--- config.mk ---
export PLATFORM = sky130hd
export DESIGN_NAME = wav_data_chunk_locator_flat
export DESIGN_NICKNAME = d
export VERILOG_FILES = /design/src/rtl/wdcl_pkg.sv /design/src/rtl/wdcl_in_if.sv /design/src/rtl/wdcl_out_if.sv /design/src/rtl/wdcl_parse_core.sv /design/src/rtl/wav_data_chunk_locator.sv /design/src/flat_wrapper.sv
export VERILOG_INCLUDE_DIRS = /design/src /design/src/rtl
export SDC_FILE = /design/constraint.sdc
export NUM_CORES = 1
export LEC_CHECK = 0
export BUFFER_PORTS_ARGS = -buffer_cell sky130_fd_sc_hd__buf_2
export CAP_MARGIN = 20
export CORE_MARGIN = 3
export CORE_UTILIZATION = 65
export CTS_BUF_LIST = sky130_fd_sc_hd__clkbuf_4
export CTS_CLUSTER_DIAMETER = 150
export CTS_CLUSTER_SIZE = 28
export DETAILED_ROUTE_END_ITERATION = 8
export PLACE_DENSITY = 0.83
export RECOVER_POWER = 25
export SYNTH_ARGS = -nofsm -noshare
export SYNTH_HDL_FRONTEND = slang
export SYNTH_SLANG_ARGS = --single-unit
--- constraint.sdc ---
create_clock -name clk -period 6.1 [get_ports clk]
set_clock_uncertainty 0.05 [all_clocks]
set_input_delay 1.22 -clock clk [delete_from_list [all_inputs] [get_ports clk]]
set_output_delay 1.22 -clock clk [all_outputs]
set_load 0.03 [all_outputs]
--- src/rtl/wav_data_chunk_locator_assert.svh ---
// Assertion macros shared by the RIFF/WAVE chunk locator RTL.
// Define NO_ASSERTIONS to compile every check out; no other dependencies.
`ifndef WAV_DATA_CHUNK_LOCATOR_ASSERT_SVH
`define WAV_DATA_CHUNK_LOCATOR_ASSERT_SVH

`ifndef NO_ASSERTIONS
// Check a property outside reset.
`define WDCL_ASSERT(lbl, clk_s, rst_s, prop, msg) \
  lbl: assert property (@(posedge clk_s) disable iff (!rst_s) prop) else $error(msg);
// Check a property at every edge, reset cycles included.
`define WDCL_ASSERT_ALWAYS(lbl, clk_s, prop, msg) \
  lbl: assert property (@(posedge clk_s) prop) else $error(msg);
`else
`define WDCL_ASSERT(lbl, clk_s, rst_s, prop, msg)
`define WDCL_ASSERT_ALWAYS(lbl, clk_s, prop, msg)
`endif

`endif

--- src/rtl/wdcl_pkg.sv ---
// Shared types, codes and constants of the RIFF/WAVE data chunk locator.
// No dependencies; compile first.
package wdcl_pkg;

  localparam int POS_BITS_DEFAULT = 32;
  localparam int RIFF_LEN         = 12;
  localparam int HDR_LEN          = 8;
  localparam logic [31:0] ID_DATA = 32'h6461_7461;  // "data", first byte high

  typedef enum logic [1:0] {
    ST_SEARCH  = 2'd0,
    ST_FOUND   = 2'd1,
    ST_INVALID = 2'd2
  } status_t;

  typedef struct packed {
    logic [7:0] data_byte;
    logic       last_byte;
  } item_t;

  typedef struct packed {
    status_t     parse_status;
    logic [31:0] pcm_offset;
    logic        file_done;
  } result_t;

  // Expected byte of the 12-byte RIFF/WAVE preamble; bit 8 flags a checked place.
  function automatic logic [8:0] riff_byte(input logic [3:0] idx);
    logic [8:0] pat;
    case (idx)
      4'd0:    pat = {1'b1, 8'h52};  // R
      4'd1:    pat = {1'b1, 8'h49};  // I
      4'd2:    pat = {1'b1, 8'h46};  // F
      4'd3:    pat = {1'b1, 8'h46};  // F
      4'd8:    pat = {1'b1, 8'h57};  // W
      4'd9:    pat = {1'b1, 8'h41};  // A
      4'd10:   pat = {1'b1, 8'h56};  // V
      4'd11:   pat = {1'b1, 8'h45};  // E
      default: pat = 9'd0;           // RIFF size field, not checked
    endcase
    return pat;
  endfunction

endpackage

--- src/rtl/wdcl_in_if.sv ---
// Byte channel into the chunk locator: valid/ready handshake plus payload.
// No dependencies.
interface wdcl_in_if;
  logic       valid;
  logic       ready;
  logic [7:0] data_byte;
  logic       last_byte;

  modport source (output valid, data_byte, last_byte, input ready);
  modport sink   (input valid, data_byte, last_byte, output ready);
endinterface

--- src/rtl/wdcl_out_if.sv ---
// Result channel out of the chunk locator: valid/ready handshake plus payload.
// No dependencies.
interface wdcl_out_if;
  logic        valid;
  logic        ready;
  logic [1:0]  parse_status;
  logic [31:0] pcm_offset;
  logic        file_done;

  modport source (output valid, parse_status, pcm_offset, file_done, input ready);
  modport sink   (input valid, parse_status, pcm_offset, file_done, output ready);
endinterface

--- src/rtl/wdcl_parse_core.sv ---
// Parser state and per-byte update of the RIFF/WAVE chunk walk.
// Depends on wdcl_pkg and wav_data_chunk_locator_assert.svh.
`include "wav_data_chunk_locator_assert.svh"

module wdcl_parse_core
  import wdcl_pkg::*;
#(
  parameter int POSITION_BITS = POS_BITS_DEFAULT
) (
  input  logic    clk,
  input  logic    rst_n,
  input  logic    step_en,
  input  item_t   item,
  output result_t result
);

  typedef enum logic [1:0] {PH_RIFF, PH_HDR, PH_SKIP, PH_DONE} phase_t;

  logic [POSITION_BITS-1:0] pos_r, pos_nxt;
  phase_t                   phase_r, phase_nxt;
  logic [31:0]              id_r, id_nxt;
  logic [31:0]              size_r, size_nxt;
  logic [32:0]              skip_r, skip_nxt;
  logic                     match_r, match_nxt;
  status_t                  status_r, status_nxt;
  logic [31:0]              offset_r, offset_nxt;

  logic [POSITION_BITS-1:0] count;
  logic [32:0]              skip_dec;
  logic [31:0]              id_upd;
  logic [31:0]              size_upd;
  logic [2:0]               hdr_idx;
  logic [8:0]               pat;
  phase_t                   phase_eff;
  status_t                  st;

  always_comb begin
    pos_nxt    = pos_r;
    phase_nxt  = phase_r;
    id_nxt     = id_r;
    size_nxt   = size_r;
    skip_nxt   = skip_r;
    match_nxt  = match_r;
    status_nxt = status_r;
    offset_nxt = offset_r;
    id_upd     = id_r;
    size_upd   = size_r;

    // Saturate the byte counter; hitting the top while undecided is a failure.
    count     = (&pos_r) ? pos_r : pos_r + 1'b1;
    pos_nxt   = count;
    phase_eff = phase_r;
    if ((&pos_r) && (phase_r != PH_DONE)) begin
      status_nxt = ST_INVALID;
      phase_nxt  = PH_DONE;
      phase_eff  = PH_DONE;
    end

    skip_dec = (skip_r != '0) ? skip_r - 33'd1 : '0;
    hdr_idx  = 3'(4'(HDR_LEN) - skip_r[3:0]);
    pat      = riff_byte(pos_r[3:0]);

    case (phase_eff)
      PH_RIFF: begin
        match_nxt = match_r & (~pat[8] | (pat[7:0] == item.data_byte));
        if (pos_r >= POSITION_BITS'(RIFF_LEN - 1)) begin
          if (match_nxt) begin
            phase_nxt = PH_HDR;
            skip_nxt  = 33'(HDR_LEN);
            id_nxt    = '0;
            size_nxt  = '0;
          end else begin
            status_nxt = ST_INVALID;
            phase_nxt  = PH_DONE;
          end
        end
      end
      PH_HDR: begin
        // First four bytes shift into the id, next four fill the size lanes.
        if (!hdr_idx[2]) begin
          id_upd = {id_r[23:0], item.data_byte};
        end else begin
          case (hdr_idx[1:0])
            2'd0:    size_upd = size_r | {24'd0, item.data_byte};
            2'd1:    size_upd = size_r | {16'd0, item.data_byte, 8'd0};
            2'd2:    size_upd = size_r | {8'd0, item.data_byte, 16'd0};
            default: size_upd = size_r | {item.data_byte, 24'd0};
          endcase
        end
        id_nxt   = id_upd;
        size_nxt = size_upd;
        skip_nxt = skip_dec;
        if (skip_dec == '0) begin
          if (id_upd == ID_DATA) begin
            status_nxt = ST_FOUND;
            offset_nxt = 32'(count);
            phase_nxt  = PH_DONE;
          end else if (size_upd == '0) begin
            // Empty chunk: next header starts at once.
            skip_nxt = 33'(HDR_LEN);
            id_nxt   = '0;
            size_nxt = '0;
          end else begin
            // Odd sizes carry one pad byte.
            skip_nxt  = {1'b0, size_upd} + {32'd0, size_upd[0]};
            phase_nxt = PH_SKIP;
          end
        end
      end
      PH_SKIP: begin
        skip_nxt = skip_dec;
        if (skip_dec == '0) begin
          phase_nxt = PH_HDR;
          skip_nxt  = 33'(HDR_LEN);
          id_nxt    = '0;
          size_nxt  = '0;
        end
      end
      default: begin
        phase_nxt = PH_DONE;
      end
    endcase

    st = status_nxt;
    if (item.last_byte && (st == ST_SEARCH)) begin
      st = ST_INVALID;
    end
    result.parse_status = st;
    result.pcm_offset   = (st == ST_FOUND) ? offset_nxt : 32'd0;
    result.file_done    = item.last_byte;

    // Last byte answered: start the next file from scratch.
    if (item.last_byte) begin
      pos_nxt    = '0;
      phase_nxt  = PH_RIFF;
      id_nxt     = '0;
      size_nxt   = '0;
      skip_nxt   = '0;
      match_nxt  = 1'b1;
      status_nxt = ST_SEARCH;
      offset_nxt = '0;
    end
  end

  always_ff @(posedge clk) begin
    if (!rst_n) begin
      pos_r    <= '0;
      phase_r  <= PH_RIFF;
      id_r     <= '0;
      size_r   <= '0;
      skip_r   <= '0;
      match_r  <= 1'b1;
      status_r <= ST_SEARCH;
      offset_r <= '0;
    end else if (step_en) begin
      pos_r    <= pos_nxt;
      phase_r  <= phase_nxt;
      id_r     <= id_nxt;
      size_r   <= size_nxt;
      skip_r   <= skip_nxt;
      match_r  <= match_nxt;
      status_r <= status_nxt;
      offset_r <= offset_nxt;
    end
  end

  `WDCL_ASSERT(a_found_is_done, clk, rst_n, (status_r == ST_FOUND) |-> (phase_r == PH_DONE), "found status outside done phase")
  `WDCL_ASSERT(a_hdr_count, clk, rst_n, (phase_r == PH_HDR) |-> (skip_r != '0 && skip_r <= 33'(HDR_LEN)), "header byte count out of range")
  `WDCL_ASSERT(a_skip_nonzero, clk, rst_n, (phase_r == PH_SKIP) |-> (skip_r != '0), "body skip with zero bytes left")
  `WDCL_ASSERT(a_riff_window, clk, rst_n, (phase_r == PH_RIFF) |-> (pos_r < POSITION_BITS'(RIFF_LEN)), "preamble phase past byte 11")

endmodule

--- src/rtl/wav_data_chunk_locator.sv ---
// Top level of the RIFF/WAVE data chunk locator: input word register,
// parser core and result register. Depends on wdcl_pkg, wdcl_in_if,
// wdcl_out_if, wdcl_parse_core and wav_data_chunk_locator_assert.svh.
//
// Usage: feed a WAV file one byte per word on in_ch, in file order, with
// last_byte set on its final byte. Every byte yields exactly one result word
// on out_ch: parse_status (searching, found or invalid), pcm_offset (offset
// just past the "data" chunk header when found, else 0) and file_done (set
// on the result of the last byte). The status is sticky for the file; the
// word after a last byte starts a new file.
// Throughput: one byte per clock while out_ch.ready is high. The per-byte
// work (preamble compare, header gather, skip count decrement) sits in a
// single stage between the input register and the result register.
// Path: a byte accepted into the input register has its result word loaded
// into the result register when the parser core steps on that byte.
// Stall: when out_ch.ready is low with a result word waiting, the result
// register holds, and in_ch.ready drops once the input register holds a byte.
// Reset (rst_n low, synchronous): both registers empty, parser back to the
// start of a file.
`include "wav_data_chunk_locator_assert.svh"

module wav_data_chunk_locator
  import wdcl_pkg::*;
#(
  parameter int POSITION_BITS = POS_BITS_DEFAULT
) (
  input  logic        clk,
  input  logic        rst_n,
  wdcl_in_if.sink     in_ch,
  wdcl_out_if.source  out_ch
);

  logic    s1_valid_r;
  item_t   item_r;
  logic    out_valid_r;
  result_t res_r;
  result_t core_res;
  logic    s1_adv;
  logic    step_en;

  // Advance the input stage whenever the result register is free or draining.
  assign s1_adv      = !out_valid_r || out_ch.ready;
  assign in_ch.ready = !s1_valid_r || s1_adv;
  assign step_en     = s1_valid_r && s1_adv;

  // Input word register.
  always_ff @(posedge clk) begin
    if (!rst_n) begin
      s1_valid_r <= 1'b0;
    end else if (in_ch.ready) begin
      s1_valid_r <= in_ch.valid;
    end
  end

  always_ff @(posedge clk) begin
    if (in_ch.valid && in_ch.ready) begin
      item_r.data_byte <= in_ch.data_byte;
      item_r.last_byte <= in_ch.last_byte;
    end
  end

  wdcl_parse_core #(
    .POSITION_BITS (POSITION_BITS)
  ) u_core (
    .clk     (clk),
    .rst_n   (rst_n),
    .step_en (step_en),
    .item    (item_r),
    .result  (core_res)
  );

  // Result register: load the core's answer as the parser state advances.
  always_ff @(posedge clk) begin
    if (!rst_n) begin
      out_valid_r <= 1'b0;
    end else if (s1_adv) begin
      out_valid_r <= s1_valid_r;
    end
  end

  always_ff @(posedge clk) begin
    if (step_en) begin
      res_r <= core_res;
    end
  end

  assign out_ch.valid        = out_valid_r;
  assign out_ch.parse_status = res_r.parse_status;
  assign out_ch.pcm_offset   = res_r.pcm_offset;
  assign out_ch.file_done    = res_r.file_done;

  `WDCL_ASSERT(a_offset_only_found, clk, rst_n, (out_valid_r && res_r.parse_status != ST_FOUND) |-> (res_r.pcm_offset == 32'd0), "offset set without found status")
  `WDCL_ASSERT(a_status_code, clk, rst_n, out_valid_r |-> (res_r.parse_status == ST_SEARCH || res_r.parse_status == ST_FOUND || res_r.parse_status == ST_INVALID), "undefined status code on output")
  `WDCL_ASSERT_ALWAYS(a_reset_empties, clk, !rst_n |=> (!out_valid_r && !s1_valid_r), "pipeline not empty after reset")

endmodule
--- src/flat_wrapper.sv ---
// flat-port wrapper written by rule: the top's interface ports become plain ports
module wav_data_chunk_locator_flat import wdcl_pkg::*;
#(
  parameter int POSITION_BITS = POS_BITS_DEFAULT
)
  (clk, rst_n, in_ch_valid, in_ch_data_byte, in_ch_last_byte, in_ch_ready, out_ch_valid, out_ch_parse_status, out_ch_pcm_offset, out_ch_file_done, out_ch_ready);
  wdcl_in_if in_ch_i ();
  wdcl_out_if out_ch_i ();
  input  logic clk;
  input  logic rst_n;
  input wire logic [$bits(in_ch_i.valid)-1:0] in_ch_valid;
  input wire logic [$bits(in_ch_i.data_byte)-1:0] in_ch_data_byte;
  input wire logic [$bits(in_ch_i.last_byte)-1:0] in_ch_last_byte;
  output wire logic [$bits(in_ch_i.ready)-1:0] in_ch_ready;
  output wire logic [$bits(out_ch_i.valid)-1:0] out_ch_valid;
  output wire logic [$bits(out_ch_i.parse_status)-1:0] out_ch_parse_status;
  output wire logic [$bits(out_ch_i.pcm_offset)-1:0] out_ch_pcm_offset;
  output wire logic [$bits(out_ch_i.file_done)-1:0] out_ch_file_done;
  input wire logic [$bits(out_ch_i.ready)-1:0] out_ch_ready;
  assign in_ch_i.valid = in_ch_valid;
  assign in_ch_i.data_byte = in_ch_data_byte;
  assign in_ch_i.last_byte = in_ch_last_byte;
  assign in_ch_ready = in_ch_i.ready;
  assign out_ch_valid = out_ch_i.valid;
  assign out_ch_parse_status = out_ch_i.parse_status;
  assign out_ch_pcm_offset = out_ch_i.pcm_offset;
  assign out_ch_file_done = out_ch_i.file_done;
  assign out_ch_i.ready = out_ch_ready;
  wav_data_chunk_locator #(.POSITION_BITS(POSITION_BITS)) u_core (.clk(clk), .rst_n(rst_n), .in_ch(in_ch_i), .out_ch(out_ch_i));
endmodule
### Yosys cells after proc, flatten, opt, wreduce, memory -nomap -nowiden

Memories as Yosys holds them, arrays and structs flattened. A register that Yosys moved wholly into a read port is not among the register bits.
Cells that the tools add are included.

* muxes and demuxes: 54
* $lt $le $gt $ge: 1
* bitwise gates (word level): 7
* eq/ne operators: 11
* reductions and logical operators: 20
* add/subtract/negate cells: 4

Operator list (count)
* 32-bit two-way mux: 21
* 32-bit case mux with 3 select lines: 3
* 33-bit two-way mux: 8
* 33-bit case mux with 3 select lines: 1
* 32-bit by 1-bit adder with 33-bit output: 1
* 33-bit zero test: 1
* 33-bit nonzero test: 1
* 33-bit by 1-bit subtractor with 33-bit output, second input constant: 1
* 32-bit by 1-bit adder with 32-bit output, second input constant: 1
* 32-bit by 31-bit == test with 1-bit output, second input constant: 1
* 32-bit by 4-bit >= comparator with 1-bit output, second input constant: 1
* 32-bit zero test: 1
* 32-bit by 16-bit OR with 32-bit output: 1
* 32-bit by 24-bit OR with 32-bit output: 1
* 32-bit OR: 1
* 32-bit by 8-bit OR with 32-bit output: 1
* 32-bit AND reduction: 1
* 2-bit two-way mux: 15
* 3-bit by 2-bit inequality test with 1-bit output, second input constant: 3
* 8-bit == test: 1
* 4-bit two-way mux: 2
* 2-bit by 1-bit == test with 1-bit output, second input constant: 3
* 2-bit zero test: 3
* 2-bit case mux with 3 select lines: 1
* 16 further kinds: 23

* output and inout port bits: 37
* input port bits: 13
* register bits: 212
* ROM bits: 112
* memories kept: 1

Memory list
* (no name shown): depth 16, bits a word 7, rd ports 1, clocked after Yosys merged registers in 1, write ports 0, RTL line wdcl_pkg.sv:30 `case (idx)`

### Longest topological paths before layout

Gate-level depths: netlist (run 1).

* depth in word-level cells: 13
* gate-level depth with buffers: 19
* depth with buffers taken out: 14

### Modules after synthesis

Synthesis (run 1) repeated with hierarchy kept, for this count alone.

* cells, all modules: 1357
* area total of the unflattened synthesis: 11965.2 µm²

By module, submodules not included
* wdcl_parse_core: area each 10540.1 µm², times used 1, cells each 1304, sequential area each 3443.3 µm²
* wav_data_chunk_locator: area each 1425.1 µm², times used 1, cells each 53, sequential area each 1361.3 µm²

### Worst setup path after synthesis (run 1)

No wires, ideal clock.

* path type: register to register
* from: register u_core.u_core.skip_r[0]
* to: register u_core.u_core.id_r[10]
* library setup time: 0.117 ns
* data arrival time: 4.239 ns
* data required time: 5.933 ns
* stages on the path, launching flop included: 20
* setup slack: 1.694 ns
* cells stage by stage: dfxtp_1 inv_1 ha_1 buf_2 nor4_1 and2_1 clkbuf_1 clkbuf_1 buf_1 buf_1 nor2_1 inv_1 ha_1 nand3_1 or3b_2 o211a_4 and2_1 buf_6 buf_6 a32o_1

* cells in the longest elaborated chain, start to end: 11
* elaborated cells on any way between the ends: 22
* classes of those cells: add/sub: 2; eq/ne: 4; mux: 11; reduce/logical: 5

Ends and longest elaborated chain
* start, declared: RTL line wdcl_parse_core.sv:23 `logic [32:0] skip_r, skip_nxt;`
* start signal, assigned: RTL line wdcl_parse_core.sv:160 `skip_r <= skip_nxt;`
* 1-bit by 3-bit subtractor with 3-bit output: RTL line wdcl_parse_core.sv:60 `hdr_idx = 3'(4'(HDR_LEN) - skip_r[3:0]);`
* 2-bit == test, or another cell as far along: RTL line wdcl_parse_core.sv:83 `case (hdr_idx[1:0])`
* 32-bit case mux with 3 select lines: RTL line wdcl_parse_core.sv:83
* 32-bit two-way mux: RTL line wdcl_parse_core.sv:80 `if (!hdr_idx[2]) begin`
* 32-bit two-way mux: RTL line wdcl_parse_core.sv:63 `case (phase_eff)`
* 32-bit zero test: RTL line wdcl_parse_core.sv:98 `end else if (size_upd == '0) begin`
* 32-bit two-way mux: RTL line wdcl_parse_core.sv:98
* 32-bit two-way mux: RTL line wdcl_parse_core.sv:94 `if (id_upd == ID_DATA) begin`
* 32-bit two-way mux: RTL line wdcl_parse_core.sv:93 `if (skip_dec == '0) begin`
* 32-bit case mux with 3 select lines: RTL line wdcl_parse_core.sv:63
* 32-bit two-way mux: RTL line wdcl_parse_core.sv:133 `if (item.last_byte) begin`
* end signal, assigned: RTL line wdcl_parse_core.sv:158 `id_r <= id_nxt;`
* end, declared: RTL line wdcl_parse_core.sv:21 `logic [31:0] id_r, id_nxt;`

Parallel ways exist; a longest one is shown, timed or not. The select of a mux whose other input is x is not followed.
A chain may end at the register's enable or synchronous reset.

==> impl_metrics.toml, run 1 <==
[timing]
slew_headroom_pct = -60.4
slew_viol_final = 52
fin_crit_sh_pct = 90.4
final-setup-viol-count = 0
fin_crit_ps = 5520
fmax_mhz = 181
tns_ps = 0
rsz0062_at_grt = "false"
worst_slew_pin_slew_ps = 2410
hold_violations = 0

[outcome]
violations = "capacitance limit, slew limit"
status = "finished with violations"

[floorplan]
start_util_pct = 67.2
dieArea_mm2 = 0.0206
rows = 49
io_pins = 50
core_area_mm2 = 0.0183
fp.dieW_um = 143
die_y_um = 143

[setup_path]
cp_max_fo = 51
slowest_delay_ps = 1700
worst-path-stages = 6
cp_top_family = "buffers and inverters"
slowest_stage = "clkbuf_1"
worst_ep_required_time_ps = 6640
worstSetupStartpointType = "input port"
crit_type = "input port to flip-flop"
ff2ff_path_depth = 15
crit_path_end_kind = "flip-flop"
path_buf_inv = 3
critPathArrivalTime_ps = 6060
crit_chain = "buf_2, clkbuf_1, clkinv_1, nor3_2, nand2_1, o311ai_0"

[power]
intPower_w = 0.00164
p_comb_share_pct = 6.0
ir_drop_mv = 0.216
total_power_w = 0.00219
p_sw_share_pct = 25.1
seq_power_share_pct = 69.0
power.share.clock_pct = 25.0
p_switching_w = 0.000548
p_leak_nw = 4.35
power_density_mw_per_mm2 = 173

[yosys]
yosysTopAreaCell = "dfxtp_1"
synthArstFlopShare_pct = 0
synth_top_area_share_pct = 28.4
yosysSeqAreaShare_pct = 39.1
netlist_area_mm2 = 0.0123
netlist-cell-type-count = 96
synth_seq_cells = 218
synth_edf_count = 44
ys.warnings.count = 0
syn_nets = 1415
ys_top_cells_by_area = "dfxtp_1 (28%), edfxtp_1 (11%), a21oi_1 (4.0%)"
syn_inst = 1390
ys_dominant_reg_cell = "dfxtp_1"
syn_avg_cell_area_um2 = 8.83

[clock_tree]
cts_setup_buffers = 0
cts_tree = "done"
cts_buffers = 11
clk_pin_slew_ps = 320
cts_num_sinks = 218
cts-root-buf = "clkbuf_4"
clk_path_buf_depth = 3
htree_levels = 1
cts_hold_buf = 0
cts-resized-gates = 0
clock_latency_ps = 680

[global_route]
grt_overflow = 0
grt_use_total_pct = 33.1
grt_max_degree = 62
antenna_found_initial = 1
grt_pass1_wl_um = 55200
grt_pass1_vias = 10089

[drt]
drt_iter0_drc = 1455
dr.pass1.iters = 6
num_vias = 11339
drt-wirelength-per-cell_um = 21.8
via_per_inst = 7.06
drt_wl_total_um = 35100
antenna_left = 0
drc = 0

[layout]
syn_to_final_growth_pct = 2.65
drive_above_1_share_pct = 7.63
fin_nets = 1399
finish.utilization_pct = 69.0
final_cells = 1607

[placement]
routabilityCongestion = 0.993
io_buffers = 49
hpwl_um = 24700
place_inst = 1589

[min_path]
hold_class = "flip-flop to flip-flop"
holdPathStages = 1

[job]
max_cap_violations = 1
[cells in the final DEF, fill, tap and decap left out, drive strengths merged, types with 33 or more instances in the layout]
master	netlist	final
edfxtp	44	44
nor4	44	44
a31oi	37	37
nand3	42	42
dfxtp	174	174
o21ai	67	67
nand4	33	33
o2bb2ai	37	37
a21oi	101	101
xnor2	38	38
nor3	41	41
a32o	35	35
nor2	123	123
buf	42	39
clkbuf	61	50
nand2	101	101
xor2	33	33
[power by group through the flow]
stage               logic (W)  registers [W]  clock network [W]
floorplan           0.0000686        0.00155                  0
global placement     0.000131        0.00153                  0
detailed placement   0.000132        0.00153                  0
CTS                  0.000132        0.00151           0.000551
global route         0.000141        0.00151           0.000590
finish               0.000131        0.00151           0.000547
[cell type report]
| type | instances | area [um^2] |
|---|---|---|
| Multi-Input combinational cell | 1038 | 6880 |
| Fill cell | 1535 | 5670 |
| Sequential cell | 218 | 4800 |
| Timing Repair Buffer | 74 | 394 |
| Tap cell | 229 | 287 |
| Inverter | 31 | 116 |
| Clock buffer | 15 | 113 |
| Clock inverter | 1 | 8.76 |
| Antenna cell | 1 | 2.50 |
[cells in the mapped netlist (8+ instances only)]
cell type and n:
o211ai_1 11, nor3_1 37, a22oi_1 11, nand4_1 32, or4_1 8, clkbuf_1 61, and3_1 21, and2_1 13
edfxtp_1 44, a32o_1 35, nor4_1 38, nor2b_1 19, nand2b_1 14, a21o_1 13, a21oi_1 99, a22o_1 24
inv_1 28, dfxtp_1 174, ha_1 12, xnor2_1 37, buf_2 29, or3_1 16, o2bb2ai_1 37, nor2_1 122
a2111o_1 17, nand3_1 38, a31oi_1 35, nand2_1 100, xor2_1 33, o21ai_0 60
[per-layer routing]
metal | vias up | global-route usage (%) | share of wire (%)
met3 | 54 | 6.16 | 11
met2 | 686 | 47.1 | 42
met4 | 0 | 6.69 | 1.8
met1 | 5366 | 52.4 | 45
li1 | 5233 | - | -
met5 | - | 0 | 0
[through the flow]
step                      area [um^2]  worst slack (ps)  hold WS, ps
after floorplan                 12300              1690          376
after global placement          12500              1220          388
after detailed placement        12500              1090          392
after CTS                       12600              1010          438
after global routing            12600               275          445
final                           12600               584          439
[cell families after synthesis]
kind of cell	after synthesis	synth area share, %
flops	218	39.1
mux	3	0.255
simple gates	528	24.0
xor+xnor	71	5.22
compound gates	423	25.2
fa+ha+maj	13	1.30
buf+inv	134	4.88
[state kept, by name (all words and copies together), names as in the netlist]
name                        cells
u_core.out_ch.parse_status      2
u_core.out_ch.file_done         1
u_core.u_core.phase_r           2
u_core.out_ch.valid             1
u_core.item_r                   9
u_core.s1_valid_r               1
u_core.u_core.status_r          2
u_core.u_core.pos_r            32
u_core.u_core.offset_r         32
u_core.u_core.size_r           32
u_core.out_ch.pcm_offset       32
u_core.u_core.match_r           1
u_core.u_core.skip_r           33
u_core.u_core.id_r             32
u_core.u_core.pat               6
[path summary, 6_finish.rpt]
kind / startpoint / to / slack [ps]
hold / removal: u_core.u_core.offset_r[22] / u_core.u_core.offset_r[22] / 440
hold reg to reg: u_core.u_core.offset_r[22] / u_core.u_core.offset_r[22] / 440
setup / recovery: rst_n / u_core.u_core.skip_r[31] / 580
setup reg to reg: u_core.u_core.pos_r[4] / u_core.u_core.skip_r[31] / 960
No activity file was read; power rests on OpenSTA's default activity.
==> run 2, diff against run 1 <==
- CORE_MARGIN: 3 -> default
- CORE_UTILIZATION: 65 -> 52
- CTS_CLUSTER_DIAMETER: 150 -> 50
- PLACE_DENSITY: 0.83 -> 0.69
==> run 2 against run 1 <==
The run still ends with capacitance limit, slew limit left. Core utilization fell by 12 points. Global-route usage fell by 3.4 points. Sequential power barely moved. Critical path type unchanged. Worst setup slack improved by 150 ps. Critical endpoint is now u_core.u_core.size_r[6].
==> impl_metrics.toml, run 2 (same netlist as run 1, synthesis figures left out) <==
[layout]
syn_to_final_growth_pct = 6.46
layout_commonest_cell = "dfxtp_1"
finish.utilization_pct = 57.0
fillers = 2144
largest_register_ffs = 33
drive_above_1_share_pct = 11.0
regMostFlops = "u_core.u_core.skip_r"
final_cell_mix = "dfxtp_1 (174), nor2_1 (122), nand2_1 (100)"
fin_nets = 1418

[setup_path]
crit_type = "input port to flip-flop"
slowest_stage = "clkbuf_1"
critPathMostFrequentCell = "clkbuf_1"
crit_chain = "buf_2, nor2b_1, nand2b_1, clkbuf_1, inv_1, clkbuf_1, nand2_1, a21oi_1, and4b_1, a22o_1"
cp_max_fo = 36
critPathArrivalTime_ps = 5950
ff2ff_path_depth = 16
worst-path-stages = 10
reg2reg_to = "u_core.u_core.size_r[6]"
path_buf_inv = 4
crit_path_end_kind = "flip-flop"
worstSetupStartpointType = "input port"
cp_top_family = "buffers and inverters"
r2r_slack_ps = 830
slowest_delay_ps = 1350
rr_startpoint = "u_core.u_core.pos_r[4]"
worst_ep_required_time_ps = 6680

[power]
power.share.clock_pct = 38.3
intPower_w = 0.00192
ir_drop_mv = 0.172
seq_power_share_pct = 56.5
p_leak_nw = 4.57
p_switching_w = 0.000732
power_density_mw_per_mm2 = 203
p_comb_share_pct = 5.1
p_sw_share_pct = 27.6

[clock_tree]
cts_num_sinks = 218
clk_path_buf_depth = 3
clock_latency_ps = 750
cts-resized-gates = 0
cts_tree = "done"
cts_buffers = 27
clk_pin_slew_ps = 140
cts_hold_buf = 0
htree_levels = 1
cts-root-buf = "clkbuf_4"
cts_setup_buffers = 0

[timing]
worst_slew_pin_slew_ps = 1850
slew_viol_final = 37
fin_crit_ps = 5360
final-setup-viol-count = 0
rsz0062_at_grt = "false"
hold_violations = 0
worst_slack_ps = 736
slew_headroom_pct = -23.5
tns_ps = 0
fin_crit_sh_pct = 87.9
fmax_mhz = 186

[global_route]
antenna_found_initial = 1
grt_max_degree = 51
grt_util_met1_pct = 44.4
grt_pass1_wl_um = 57000
grt_use_total_pct = 29.7
top_usage_layer = "met1"
met3_usage_pct = 6.28
gr-usage-met2_pct = 42.9
grt_overflow = 0
grt_pass1_vias = 10208

[placement]
dp_slack_ps = 1260
routabilityCongestion = 0.960
io_buffers = 49
hpwl_um = 25300

[drt]
drt_wl_total_um = 36300
num_vias = 11363
dr.pass1.iters = 6
antenna_left = 0
drt-wirelength-per-cell_um = 21.0
drt_iter0_drc = 1157
via_per_inst = 6.58
drc = 0

[floorplan]
rows = 55
fp.dieW_um = 156
dieArea_mm2 = 0.0242
io_pins = 50
core_area_mm2 = 0.0229
die_y_um = 156
start_util_pct = 53.6

[min_path]
min_from = "u_core.u_core.offset_r[29]"
hold_class = "flip-flop to flip-flop"
holdPathStages = 1
hold_path_end = "u_core.u_core.offset_r[29]"

[job]
max_cap_violations = 1

[outcome]
status = "finished with violations"
violations = "capacitance limit, slew limit"
run 2: cell types whose count changed in the layout (fill, tap and decap cells not counted), sizes merged:
cell / before / now
inv: 28 / 42
clkinvlp: 0 / 3
buf: 39 / 57
bufinv: 0 / 3
clkbuf: 50 / 48
clkinv: 4 / 5
run 2: power groups by stage:
stage               Combinational, W  Clock, W  Sequential, W
global placement            0.000136         0        0.00153
CTS                         0.000137   0.00103        0.00150
global route                0.000146   0.00109        0.00150
detailed placement          0.000137         0        0.00153
floorplan                  0.0000686         0        0.00155
finish                      0.000136   0.00102        0.00150
run 2: worst max-delay path by stage:
stage                       startpoint                        to  slack (ps)
6_report                  out_ch_ready   u_core.u_core.size_r[6]         740
5_1_grt                   out_ch_ready   u_core.u_core.size_r[6]         440
4_1_cts         u_core.u_core.pos_r[4]  u_core.u_core.size_r[13]        1150
3_5_place_dp    u_core.u_core.pos_r[4]  u_core.u_core.size_r[13]        1260
3_3_place_gp    u_core.u_core.pos_r[4]  u_core.u_core.size_r[15]        1330
2_1_floorplan  u_core.u_core.skip_r[0]    u_core.u_core.id_r[10]        1690
run 2: layer usage:
metal | vias up | share of wire, %
met3 | 72 | 11
met4 | 0 | 1.8
met2 | 617 | 41
met1 | 5367 | 46
li1 | 5307 | -
met5 | - | 0
run 2: through the flow:
step | cells | instance area [um^2] | hold WS [ps] | power (W)
3_5_place_dp | 1677 | 12600 | 394 | 0.00167
4_1_cts | 1727 | 13100 | 430 | 0.00267
6_report | 1728 | 13100 | 429 | 0.00265
5_1_grt | 1728 | 13100 | 437 | 0.00274
2_1_floorplan | 1390 | 12300 | 376 | 0.00162
3_3_place_gp | 1677 | 12600 | 388 | 0.00167
run 2: area by class of cell:
class	instances	area, um^2	share of cell area (%)
tap	313	392	3.00
antenna	1	2.50	0.0191
clock buffer	28	210	1.61
timing repair buffer	77	415	3.18
multi-input combinational	1038	6880	52.6
sequential	218	4800	36.8
clock inverter	22	253	1.93
inverter	31	116	0.890
